--- src/rtl/core/assert_macros.svh ---
// Assertion helpers shared by the RTL. Define NO_ASSERTIONS to compile them out.
`ifndef ASSERT_MACROS_SVH
`define ASSERT_MACROS_SVH
`ifndef NO_ASSERTIONS
// Property must hold at every clock edge outside reset
`define ASSERT_CLK(label, clk, rst, prop, msg) \
  label: assert property (@(posedge clk) disable iff (rst) prop) else $error(msg);
// Expression must never be true outside reset
`define ASSERT_NEVER(label, clk, rst, expr, msg) \
  label: assert property (@(posedge clk) disable iff (rst) !(expr)) else $error(msg);
`else
`define ASSERT_CLK(label, clk, rst, prop, msg)
`define ASSERT_NEVER(label, clk, rst, expr, msg)
`endif
`endif

--- src/rtl/core/vp8df_pkg.sv ---
package vp8df_pkg;

  localparam int unsigned DESC_MAX = 6;
  localparam logic [15:0] MAX_FRAG_RESET = 16'd1200;

  localparam logic [7:0] FLAG_X   = 8'h80;  // extension present / I / M bit
  localparam logic [7:0] PID_MASK = 8'h7F;
  localparam logic [7:0] P_BIT    = 8'h01;
  localparam logic [7:0] S_BIT    = 8'h10;

  typedef enum logic [2:0] {
    PH_FIRST   = 3'd0,
    PH_EXT     = 3'd1,
    PH_PID_HI  = 3'd2,
    PH_PID_LO  = 3'd3,
    PH_TL0     = 3'd4,
    PH_TID     = 3'd5,
    PH_PAYLOAD = 3'd6
  } phase_t;

  typedef struct packed {
    logic [7:0] data_byte;
    logic       unit_last;
  } in_item_t;

  typedef struct packed {
    logic [7:0]  out_byte;
    logic        fragment_last;
    logic        unit_done;
    logic        has_picture_id;
    logic [14:0] picture_id;
    logic        key_frame;
  } out_item_t;

  // Work for one accepted item: optional descriptor replay, then optional payload byte
  typedef struct packed {
    logic [DESC_MAX-1:0][7:0] desc;
    logic [2:0]               desc_count;
    logic                     has_payload;
    logic [7:0]               payload_byte;
    logic                     payload_last;
    logic                     unit_done;
    logic                     has_picture_id;
    logic [14:0]              picture_id;
    logic                     key_frame;
  } job_t;

endpackage

--- src/rtl/core/vp8_descriptor_fragmenter.sv ---
// VP8 RTP payload descriptor fragmenter. Bytes of a VP8 unit enter on in_data with a
// last-byte mark; the leading payload descriptor (up to six bytes) is parsed and held,
// and the payload leaves on out_data cut into fragments of at most max_fragment_size
// bytes (cfg_data, reset 1200), each fragment opening with a copy of the descriptor,
// S bit cleared after the first; a limit not above the descriptor length gives one
// payload byte per fragment. A unit ending inside its descriptor is passed through as
// one fragment. The final result of a unit carries unit_done with the picture ID and
// key-frame flag. An input byte is taken every cycle when it yields at most one result
// and out_ready is high; a byte that opens a fragment, and the last byte of a unit cut
// inside its descriptor, wait while the single output register replays the descriptor
// one byte per cycle unless stalled. Write the limit only while the block is idle.
module vp8_descriptor_fragmenter (
  input  logic                 clk,
  input  logic                 rst,
  input  logic                 in_valid,
  output logic                 in_ready,
  input  vp8df_pkg::in_item_t  in_data,
  input  logic                 cfg_valid,
  output logic                 cfg_ready,
  input  logic [15:0]          cfg_data,
  output logic                 out_valid,
  input  logic                 out_ready,
  output vp8df_pkg::out_item_t out_data
);

  logic            job_valid;
  logic            job_take;
  vp8df_pkg::job_t job;

  vp8df_parser u_parser (
    .clk       (clk),
    .rst       (rst),
    .in_valid  (in_valid),
    .in_ready  (in_ready),
    .in_data   (in_data),
    .cfg_valid (cfg_valid),
    .cfg_ready (cfg_ready),
    .cfg_data  (cfg_data),
    .job_valid (job_valid),
    .job       (job),
    .job_take  (job_take)
  );

  vp8df_emitter u_emitter (
    .clk       (clk),
    .rst       (rst),
    .job_valid (job_valid),
    .job       (job),
    .job_take  (job_take),
    .out_valid (out_valid),
    .out_ready (out_ready),
    .out_data  (out_data)
  );

endmodule

--- src/rtl/core/vp8df_parser.sv ---
`include "assert_macros.svh"

module vp8df_parser (
  input  logic                clk,
  input  logic                rst,
  input  logic                in_valid,
  output logic                in_ready,
  input  vp8df_pkg::in_item_t in_data,
  input  logic                cfg_valid,
  output logic                cfg_ready,
  input  logic [15:0]         cfg_data,
  output logic                job_valid,
  output vp8df_pkg::job_t     job,
  input  logic                job_take
);

  logic [15:0] max_fragment_size;
  logic [vp8df_pkg::DESC_MAX-1:0][7:0] desc_store;
  logic [vp8df_pkg::DESC_MAX-1:0][7:0] desc_new;
  logic [2:0]  desc_length, desc_length_next;
  vp8df_pkg::phase_t phase, phase_next;
  logic [7:0]  ext_flags, ext_flags_next;
  logic [15:0] frag_count, frag_count_next;
  logic        first_frag, first_frag_next;
  logic [1:0]  payload_seen, payload_seen_next;
  logic [14:0] pid, pid_next;
  logic        key_flag, key_flag_next;
  vp8df_pkg::job_t job_next;
  logic        job_fire;
  logic        in_accept;

  logic [7:0]  b;
  logic        last;
  logic [15:0] room;
  logic [15:0] frag_inc;
  logic        frag_close;
  logic [7:0]  d0;
  logic        has_pid;
  vp8df_pkg::phase_t after_tl0, after_pid;

  assign in_ready  = !job_valid || job_take;
  assign in_accept = in_valid && in_ready;
  assign cfg_ready = 1'b1;
  assign b         = in_data.data_byte;
  assign last      = in_data.unit_last;

  // Hold the fragment size limit
  always_ff @(posedge clk) begin
    if (rst) begin
      max_fragment_size <= vp8df_pkg::MAX_FRAG_RESET;
    end else if (cfg_valid && cfg_ready) begin
      max_fragment_size <= cfg_data;
    end
  end

  // Parse one byte and build the replay job
  always_comb begin
    desc_new          = desc_store;
    desc_length_next  = desc_length;
    phase_next        = phase;
    ext_flags_next    = ext_flags;
    frag_count_next   = frag_count;
    first_frag_next   = first_frag;
    payload_seen_next = payload_seen;
    pid_next          = pid;
    key_flag_next     = key_flag;
    job_next          = '0;
    job_fire          = 1'b0;
    room              = 16'd1;
    frag_inc          = frag_count;
    frag_close        = 1'b0;
    after_tl0         = vp8df_pkg::PH_PAYLOAD;
    after_pid         = vp8df_pkg::PH_PAYLOAD;

    if (phase != vp8df_pkg::PH_PAYLOAD) begin
      // Store the descriptor byte
      for (int i = 0; i < vp8df_pkg::DESC_MAX; i++) begin
        if (desc_length == 3'(i)) begin
          desc_new[i] = b;
        end
      end
      if (desc_length < 3'(vp8df_pkg::DESC_MAX)) begin
        desc_length_next = desc_length + 3'd1;
      end
      if (phase == vp8df_pkg::PH_EXT) begin
        ext_flags_next = b;
      end
      after_tl0 = ((ext_flags_next & 8'h30) != 8'h00) ? vp8df_pkg::PH_TID
                                                       : vp8df_pkg::PH_PAYLOAD;
      after_pid = ((ext_flags_next & 8'h40) != 8'h00) ? vp8df_pkg::PH_TL0 : after_tl0;
      unique case (phase)
        vp8df_pkg::PH_FIRST: begin
          phase_next = ((b & vp8df_pkg::FLAG_X) != 8'h00) ? vp8df_pkg::PH_EXT
                                                          : vp8df_pkg::PH_PAYLOAD;
        end
        vp8df_pkg::PH_EXT: begin
          phase_next = ((b & vp8df_pkg::FLAG_X) != 8'h00) ? vp8df_pkg::PH_PID_HI
                                                          : after_pid;
        end
        vp8df_pkg::PH_PID_HI: begin
          pid_next   = {8'h00, b[6:0]};
          phase_next = ((b & vp8df_pkg::FLAG_X) != 8'h00) ? vp8df_pkg::PH_PID_LO
                                                          : after_pid;
        end
        vp8df_pkg::PH_PID_LO: begin
          pid_next   = {pid[6:0], b};
          phase_next = after_pid;
        end
        vp8df_pkg::PH_TL0: begin
          phase_next = after_tl0;
        end
        default: begin
          phase_next = vp8df_pkg::PH_PAYLOAD;
        end
      endcase
      // Unit ending inside the descriptor: replay it unchanged
      job_fire             = last;
      job_next.desc        = desc_new;
      job_next.desc_count  = desc_length_next;
      job_next.has_payload = 1'b0;
    end else begin
      // Payload byte: track key frame, count into the open fragment
      if (payload_seen == 2'd0) begin
        key_flag_next = ((b & vp8df_pkg::P_BIT) == 8'h00);
      end
      if (payload_seen != 2'd3) begin
        payload_seen_next = payload_seen + 2'd1;
      end
      room       = (max_fragment_size > {13'd0, desc_length})
                   ? max_fragment_size - {13'd0, desc_length} : 16'd1;
      frag_inc   = (frag_count != 16'hFFFF) ? frag_count + 16'd1 : frag_count;
      frag_close = last || (frag_inc >= room);
      frag_count_next = frag_close ? 16'd0 : frag_inc;
      first_frag_next = frag_close ? 1'b0 : first_frag;

      job_fire              = 1'b1;
      job_next.desc         = desc_store;
      if (!first_frag) begin
        job_next.desc[0] = desc_store[0] & ~vp8df_pkg::S_BIT;
      end
      job_next.desc_count   = (frag_count == 16'd0) ? desc_length : 3'd0;
      job_next.has_payload  = 1'b1;
      job_next.payload_byte = b;
      job_next.payload_last = frag_close;
    end

    // Report the unit summary and drop all unit state
    d0      = desc_new[0];
    has_pid = ((ext_flags_next & vp8df_pkg::FLAG_X) != 8'h00) && (desc_length_next >= 3'd3);
    if (last) begin
      job_next.unit_done      = 1'b1;
      job_next.has_picture_id = has_pid;
      job_next.picture_id     = has_pid ? pid_next : 15'd0;
      job_next.key_frame      = key_flag_next && (payload_seen_next == 2'd3)
                                && ((d0 & vp8df_pkg::S_BIT) != 8'h00) && (d0[2:0] == 3'd0);
      desc_length_next  = 3'd0;
      phase_next        = vp8df_pkg::PH_FIRST;
      ext_flags_next    = 8'h00;
      frag_count_next   = 16'd0;
      first_frag_next   = 1'b1;
      payload_seen_next = 2'd0;
      pid_next          = 15'd0;
      key_flag_next     = 1'b0;
    end
  end

  // Advance the unit state
  always_ff @(posedge clk) begin
    if (rst) begin
      desc_length  <= 3'd0;
      phase        <= vp8df_pkg::PH_FIRST;
      ext_flags    <= 8'h00;
      frag_count   <= 16'd0;
      first_frag   <= 1'b1;
      payload_seen <= 2'd0;
      pid          <= 15'd0;
      key_flag     <= 1'b0;
    end else if (in_accept) begin
      desc_length  <= desc_length_next;
      phase        <= phase_next;
      ext_flags    <= ext_flags_next;
      frag_count   <= frag_count_next;
      first_frag   <= first_frag_next;
      payload_seen <= payload_seen_next;
      pid          <= pid_next;
      key_flag     <= key_flag_next;
    end
  end

  // Descriptor bytes, no reset
  always_ff @(posedge clk) begin
    if (in_accept) begin
      desc_store <= desc_new;
    end
  end

  // Job register
  always_ff @(posedge clk) begin
    if (rst) begin
      job_valid <= 1'b0;
    end else if (in_accept) begin
      job_valid <= job_fire;
    end else if (job_take) begin
      job_valid <= 1'b0;
    end
  end

  always_ff @(posedge clk) begin
    if (in_accept) begin
      job <= job_next;
    end
  end

  `ASSERT_CLK(a_payload_has_desc, clk, rst, phase == vp8df_pkg::PH_PAYLOAD |-> desc_length != 3'd0, "payload phase with empty descriptor")
  `ASSERT_CLK(a_unit_end_clears, clk, rst, (in_accept && in_data.unit_last) |=> (phase == vp8df_pkg::PH_FIRST && desc_length == 3'd0 && first_frag), "unit state not cleared at unit end")
  `ASSERT_NEVER(a_take_without_job, clk, rst, job_take && !job_valid, "job taken while none held")

endmodule

--- src/rtl/core/vp8df_emitter.sv ---
`include "assert_macros.svh"

module vp8df_emitter (
  input  logic                 clk,
  input  logic                 rst,
  input  logic                 job_valid,
  input  vp8df_pkg::job_t      job,
  output logic                 job_take,
  output logic                 out_valid,
  input  logic                 out_ready,
  output vp8df_pkg::out_item_t out_data
);

  logic [2:0] idx;
  logic [2:0] n;
  logic       elem_last;
  logic       in_desc;
  logic       out_load;
  logic [7:0] desc_byte;
  vp8df_pkg::out_item_t item;

  assign n         = job.desc_count + {2'b00, job.has_payload};
  assign elem_last = (idx == n - 3'd1);
  assign in_desc   = (idx < job.desc_count);
  assign out_load  = job_valid && (!out_valid || out_ready);
  assign job_take  = out_load && elem_last;

  // Select the result for the current position in the job
  always_comb begin
    desc_byte = 8'h00;
    for (int i = 0; i < vp8df_pkg::DESC_MAX; i++) begin
      if (idx == 3'(i)) begin
        desc_byte = job.desc[i];
      end
    end
    item                = '0;
    item.out_byte       = in_desc ? desc_byte : job.payload_byte;
    item.fragment_last  = in_desc ? (!job.has_payload && elem_last) : job.payload_last;
    if (elem_last && job.unit_done) begin
      item.unit_done      = 1'b1;
      item.has_picture_id = job.has_picture_id;
      item.picture_id     = job.picture_id;
      item.key_frame      = job.key_frame;
    end
  end

  // Advance through the job
  always_ff @(posedge clk) begin
    if (rst) begin
      idx <= 3'd0;
    end else if (out_load) begin
      idx <= elem_last ? 3'd0 : idx + 3'd1;
    end
  end

  // Output register
  always_ff @(posedge clk) begin
    if (rst) begin
      out_valid <= 1'b0;
    end else if (out_load) begin
      out_valid <= 1'b1;
    end else if (out_ready) begin
      out_valid <= 1'b0;
    end
  end

  always_ff @(posedge clk) begin
    if (out_load) begin
      out_data <= item;
    end
  end

  `ASSERT_CLK(a_idle_idx, clk, rst, !job_valid |-> idx == 3'd0, "position counter not parked without a job")
  `ASSERT_CLK(a_idx_range, clk, rst, job_valid |-> idx < n, "position beyond end of job")
  `ASSERT_CLK(a_job_held, clk, rst, (out_load && !elem_last) |=> job_valid, "job dropped before its last result")

endmodule

--- config.mk ---
export PLATFORM = sky130hd
export DESIGN_NAME = vp8_descriptor_fragmenter
export DESIGN_NICKNAME = d
export VERILOG_FILES = /design/src/rtl/core/vp8df_pkg.sv /design/src/rtl/core/vp8_descriptor_fragmenter.sv /design/src/rtl/core/vp8df_parser.sv /design/src/rtl/core/vp8df_emitter.sv
export VERILOG_INCLUDE_DIRS = /design/src /design/src/rtl/core
export SDC_FILE = /design/constraint.sdc
export NUM_CORES = 1
export LEC_CHECK = 0
export BUFFER_PORTS_ARGS = -buffer_cell sky130_fd_sc_hd__clkbuf_2
export CAP_MARGIN = 10
export CORE_MARGIN = 8
export CORE_UTILIZATION = 31
export DETAILED_ROUTE_END_ITERATION = 8
export GPL_TIMING_DRIVEN = 0
export PLACE_DENSITY = 0.47
export SYNTH_ARGS = -nofsm -noshare
export SYNTH_HDL_FRONTEND = slang
export SYNTH_SLANG_ARGS = --single-unit
--- constraint.sdc ---
create_clock -name clk -period 9.5 [get_ports clk]
set_clock_uncertainty 0.05 [all_clocks]
set_input_delay 1.9 -clock clk [delete_from_list [all_inputs] [get_ports clk]]
set_output_delay 1.9 -clock clk [all_outputs]
set_load 0.02 [all_outputs]
==> impl_metrics.py <==
metrics = {
    "outcome": {
        "status": "complete, no violations",
    },
    "sta": {
        "final.setup.tns_ns": 0,
        "finalSetupViolCount": 0,
        "rsz0062_at_grt": "false",
        "finalHoldViolCount": 0,
        "layout_min_cycle_time_ns": 4.81,
        "worst_pin_slew_ns": 1.07,
        "max-slew-margin-rel_pct": 28.8,
        "slew_viol_final": 0,
        "timing.hold.ws_ns": 0.404,
        "clock.fmax_mhz": 208,
        "post-route-period-util_pct": 50.6,
    },
    "setup_path": {
        "crit_type": "flip-flop to flip-flop",
        "r2r_start": "u_parser.desc_length[2]",
        "ff2ff_setup_slack_ns": 4.69,
        "r2r_cells": 16,
        "arrival_ns": 5.18,
        "endpoint_kind": "flip-flop",
        "r2r_end": "u_parser.frag_count[15]",
        "start_kind": "flip-flop",
        "cp.required_ns": 9.88,
        "crit_fanout": 10,
    },
    "pwr": {
        "powerDensity_nw_per_um2": 232,
        "ir_drop_v": 0.000127,
        "leakage_uw": 0.00465,
        "totalPowerFinal_uw": 2870,
    },
    "clocking": {
        "cts_tree": "yes",
        "ctsResizeCount": 0,
        "htreeDepth": 1,
        "cts_buffers": 25,
        "hold_buffers": 0,
        "clk_latency_ns": 0.52,
        "cts_sinks": 217,
        "clkTransAtPathRegs_ns": 0.06,
        "cts_setup_buffers": 0,
        "clockRootBuffer": "clkbuf_16",
        "clockBufferDepth": 3,
    },
    "drt": {
        "route.detailed.drc": 0,
        "ant_nets": 0,
        "wl_per_cell_um": 17.6,
        "viasPerCell": 4.90,
        "drtPass1Iterations": 5,
        "route.vias.total": 7563,
        "drtIter0Drc": 351,
        "wirelength_mm": 27.2,
    },
    "layout": {
        "finalNetCount": 1137,
        "area_growth_pct": 15.5,
        "n_antenna_cell": 0,
        "drive_gt1_share_pct": 17.1,
        "stdcell_count": 1544,
        "final_area_um2": 12400,
    },
    "place": {
        "dpl_cell_area_um2": 11600,
        "dp.cells": 1499,
        "gp_congestion": 0.796,
        "io_buffer_count": 54,
        "hpwl_mm": 19.3,
    },
    "logic_synthesis": {
        "synthTopCellsByArea": "edfxtp_1 42%, dfxtp_1 12%, mux2_2 8.2%, ha_1 4.1%, nand2_1 4.0%",
        "ys_types": 64,
        "netlist.area_leader.share_pct": 42.3,
        "ys_seq_area_share_pct": 54.7,
        "synth_flop_cell": "edfxtp_1",
        "synth_edf_count": 151,
        "synth_seq_cells": 217,
        "syn_avg_cell_area_um2": 10.8,
        "synth_warnings": 0,
        "syn-cell-area_um2": 10700,
        "yosys.area.top_type": "edfxtp_1",
        "synthCells": 988,
        "async_flop_share_pct": 0,
        "syn-num-nets": 1054,
    },
    "hold_path": {
        "min_to": "u_parser.pid[12]",
        "holdPathStages": 2,
        "min-delay-start": "u_parser.pid[12]",
        "hold_path_class": "flip-flop to flip-flop",
    },
    "grt": {
        "grt_max_degree": 61,
        "antenna_found_initial": 1,
        "grt_pass1_vias": 7480,
        "grt-ovfl-total": 0,
        "grt.total_usage_pct": 13.0,
        "grt_pass1_wl_mm": 42.8,
    },
    "floorplan": {
        "num_rows": 68,
        "initial_core_util_pct": 31.2,
        "pin_count": 60,
        "coreArea_um2": 34300,
        "die_y_um": 202,
        "die_area_um2": 40800,
        "die_w_um": 202,
    },
    "run": {
        "cap_violations": 0,
    },
}
[cells in the final DEF, fill, tap and decap left out, drive strengths merged, types with 5 or more instances in the layout]
cell type,n
nor3,14
o21ai,23
a221o,5
dfxtp,66
clkbuf,121
ha,35
xor2,18
nand2,113
edfxtp,151
a21oi,69
nor2b,9
mux2,78
clkinv,16
buf,18
and3,28
mux2i,14
a21o,5
nor2,112
nand3,42
inv,24
o22ai,5
nor4,6
and2,12
nand4,11
nand2b,5
o211ai,5
a22oi,15
xnor2,17
[registers in the layout (all words and copies together), names as in the netlist]
signal and count:
u_parser.job 79, u_parser.desc_store 45, u_emitter.out_data 27, u_parser.frag_count 16, u_parser.max_fragment_size 16, u_parser.pid 15
u_parser.ext_flags 4, u_emitter.idx 3, u_parser.desc_length 3, u_parser.phase 3, u_parser.payload_seen 2, u_emitter.out_valid 1
u_parser.first_frag 1, u_parser.job_valid 1, u_parser.key_flag 1
[layer usage]
layer / track usage, % / part of all wire (%) / up-vias
li1: - / - / 3747
met1: 17.3 / 47 / 3644
met5: 0 / 0 / -
met2: 21.5 / 46 / 139
met4: 3.94 / 2.7 / 0
met3: 1.95 / 4.3 / 33
[cell families (layout without fill, tap and decap cells)]
| logic type | after synthesis | count (layout) | synth area share (%) |
|---|---|---|---|
| adders and majority gates | 36 | 36 | 4.28 |
| AOI/OAI and AO/OA | 156 | 156 | 9.33 |
| DFF | 217 | 217 | 54.7 |
| buffers and inverters | 80 | 181 | 3.01 |
| and+or+nand+nor | 370 | 370 | 16.1 |
| other | 1 | 1 | 0.0350 |
| xor gates and xnor gates | 36 | 36 | 3.07 |
| muxes | 92 | 92 | 9.51 |
[worst max-delay path: stages (launching register included)]
cell and delay, ns:
dfxtp_1 0.30, clkbuf_1 0.34, clkinv_1 0.39, ha_1 0.47, a21oi_1 0.12, nand2_1 0.18, nand2_1 0.08, nand3_1 0.21
clkbuf_1 0.37, nand2_1 0.10, ha_1 0.33, a21o_1 0.17, a211oi_1 0.30, nand2_1 0.11, or4_1 0.63, a31o_4 0.30
a311oi_1 0.25
[how the worst max path moves through the flow]
stage                               to               startpoint  slack (ns)  cells past startpoint
6_report       u_parser.frag_count[15]  u_parser.desc_length[2]        4.69                     16
5_1_grt         u_parser.frag_count[6]  u_parser.desc_length[2]        4.26                     17
4_1_cts         u_parser.frag_count[6]  u_parser.desc_length[2]        4.68                     17
3_5_place_dp   u_parser.frag_count[15]  u_parser.desc_length[2]        4.69                     16
3_3_place_gp         u_parser.phase[1]                out_ready        4.30                      9
2_1_floorplan                 in_ready                out_ready        5.28                      3
[cells in the mapped netlist, drive strengths merged, types with 6 or more instances]
library cell	number
xor2	18
mux2	78
o21ai	23
nor2	112
nor2b	9
a21oi	69
edfxtp	151
buf	16
and2	12
mux2i	14
a22oi	15
clkbuf	40
nand2	113
inv	23
dfxtp	66
nor4	6
nor3	14
and3	28
nand4	11
xnor2	17
nand3	42
ha	35
[area by class of cell]
class,instances,area [um^2]
tap,455,569
fill,3418,21900
inverter,24,90.1
sequential,217,5860
multi-input combinational,691,4530
buffer,56,235
timing repair buffer,56,318
clock inverter,18,134
clock buffer,27,633
[where the power goes]
part	total (uW)	internal [uW]	switching (uW)	leakage [uW]
combinational	620	238	382	0.00226
clock	908	532	377	0.000383
sequential	1340	1270	70.6	0.00201
[metrics by stage]
step                util [%]  setup slack [ns]
floorplan                  -              5.28
global placement        33.7              4.30
detailed placement      33.8              4.69
CTS                     36.1              4.68
global route            36.1              4.26
finish                  36.1              4.69
(Power assumes the default switching activity.)
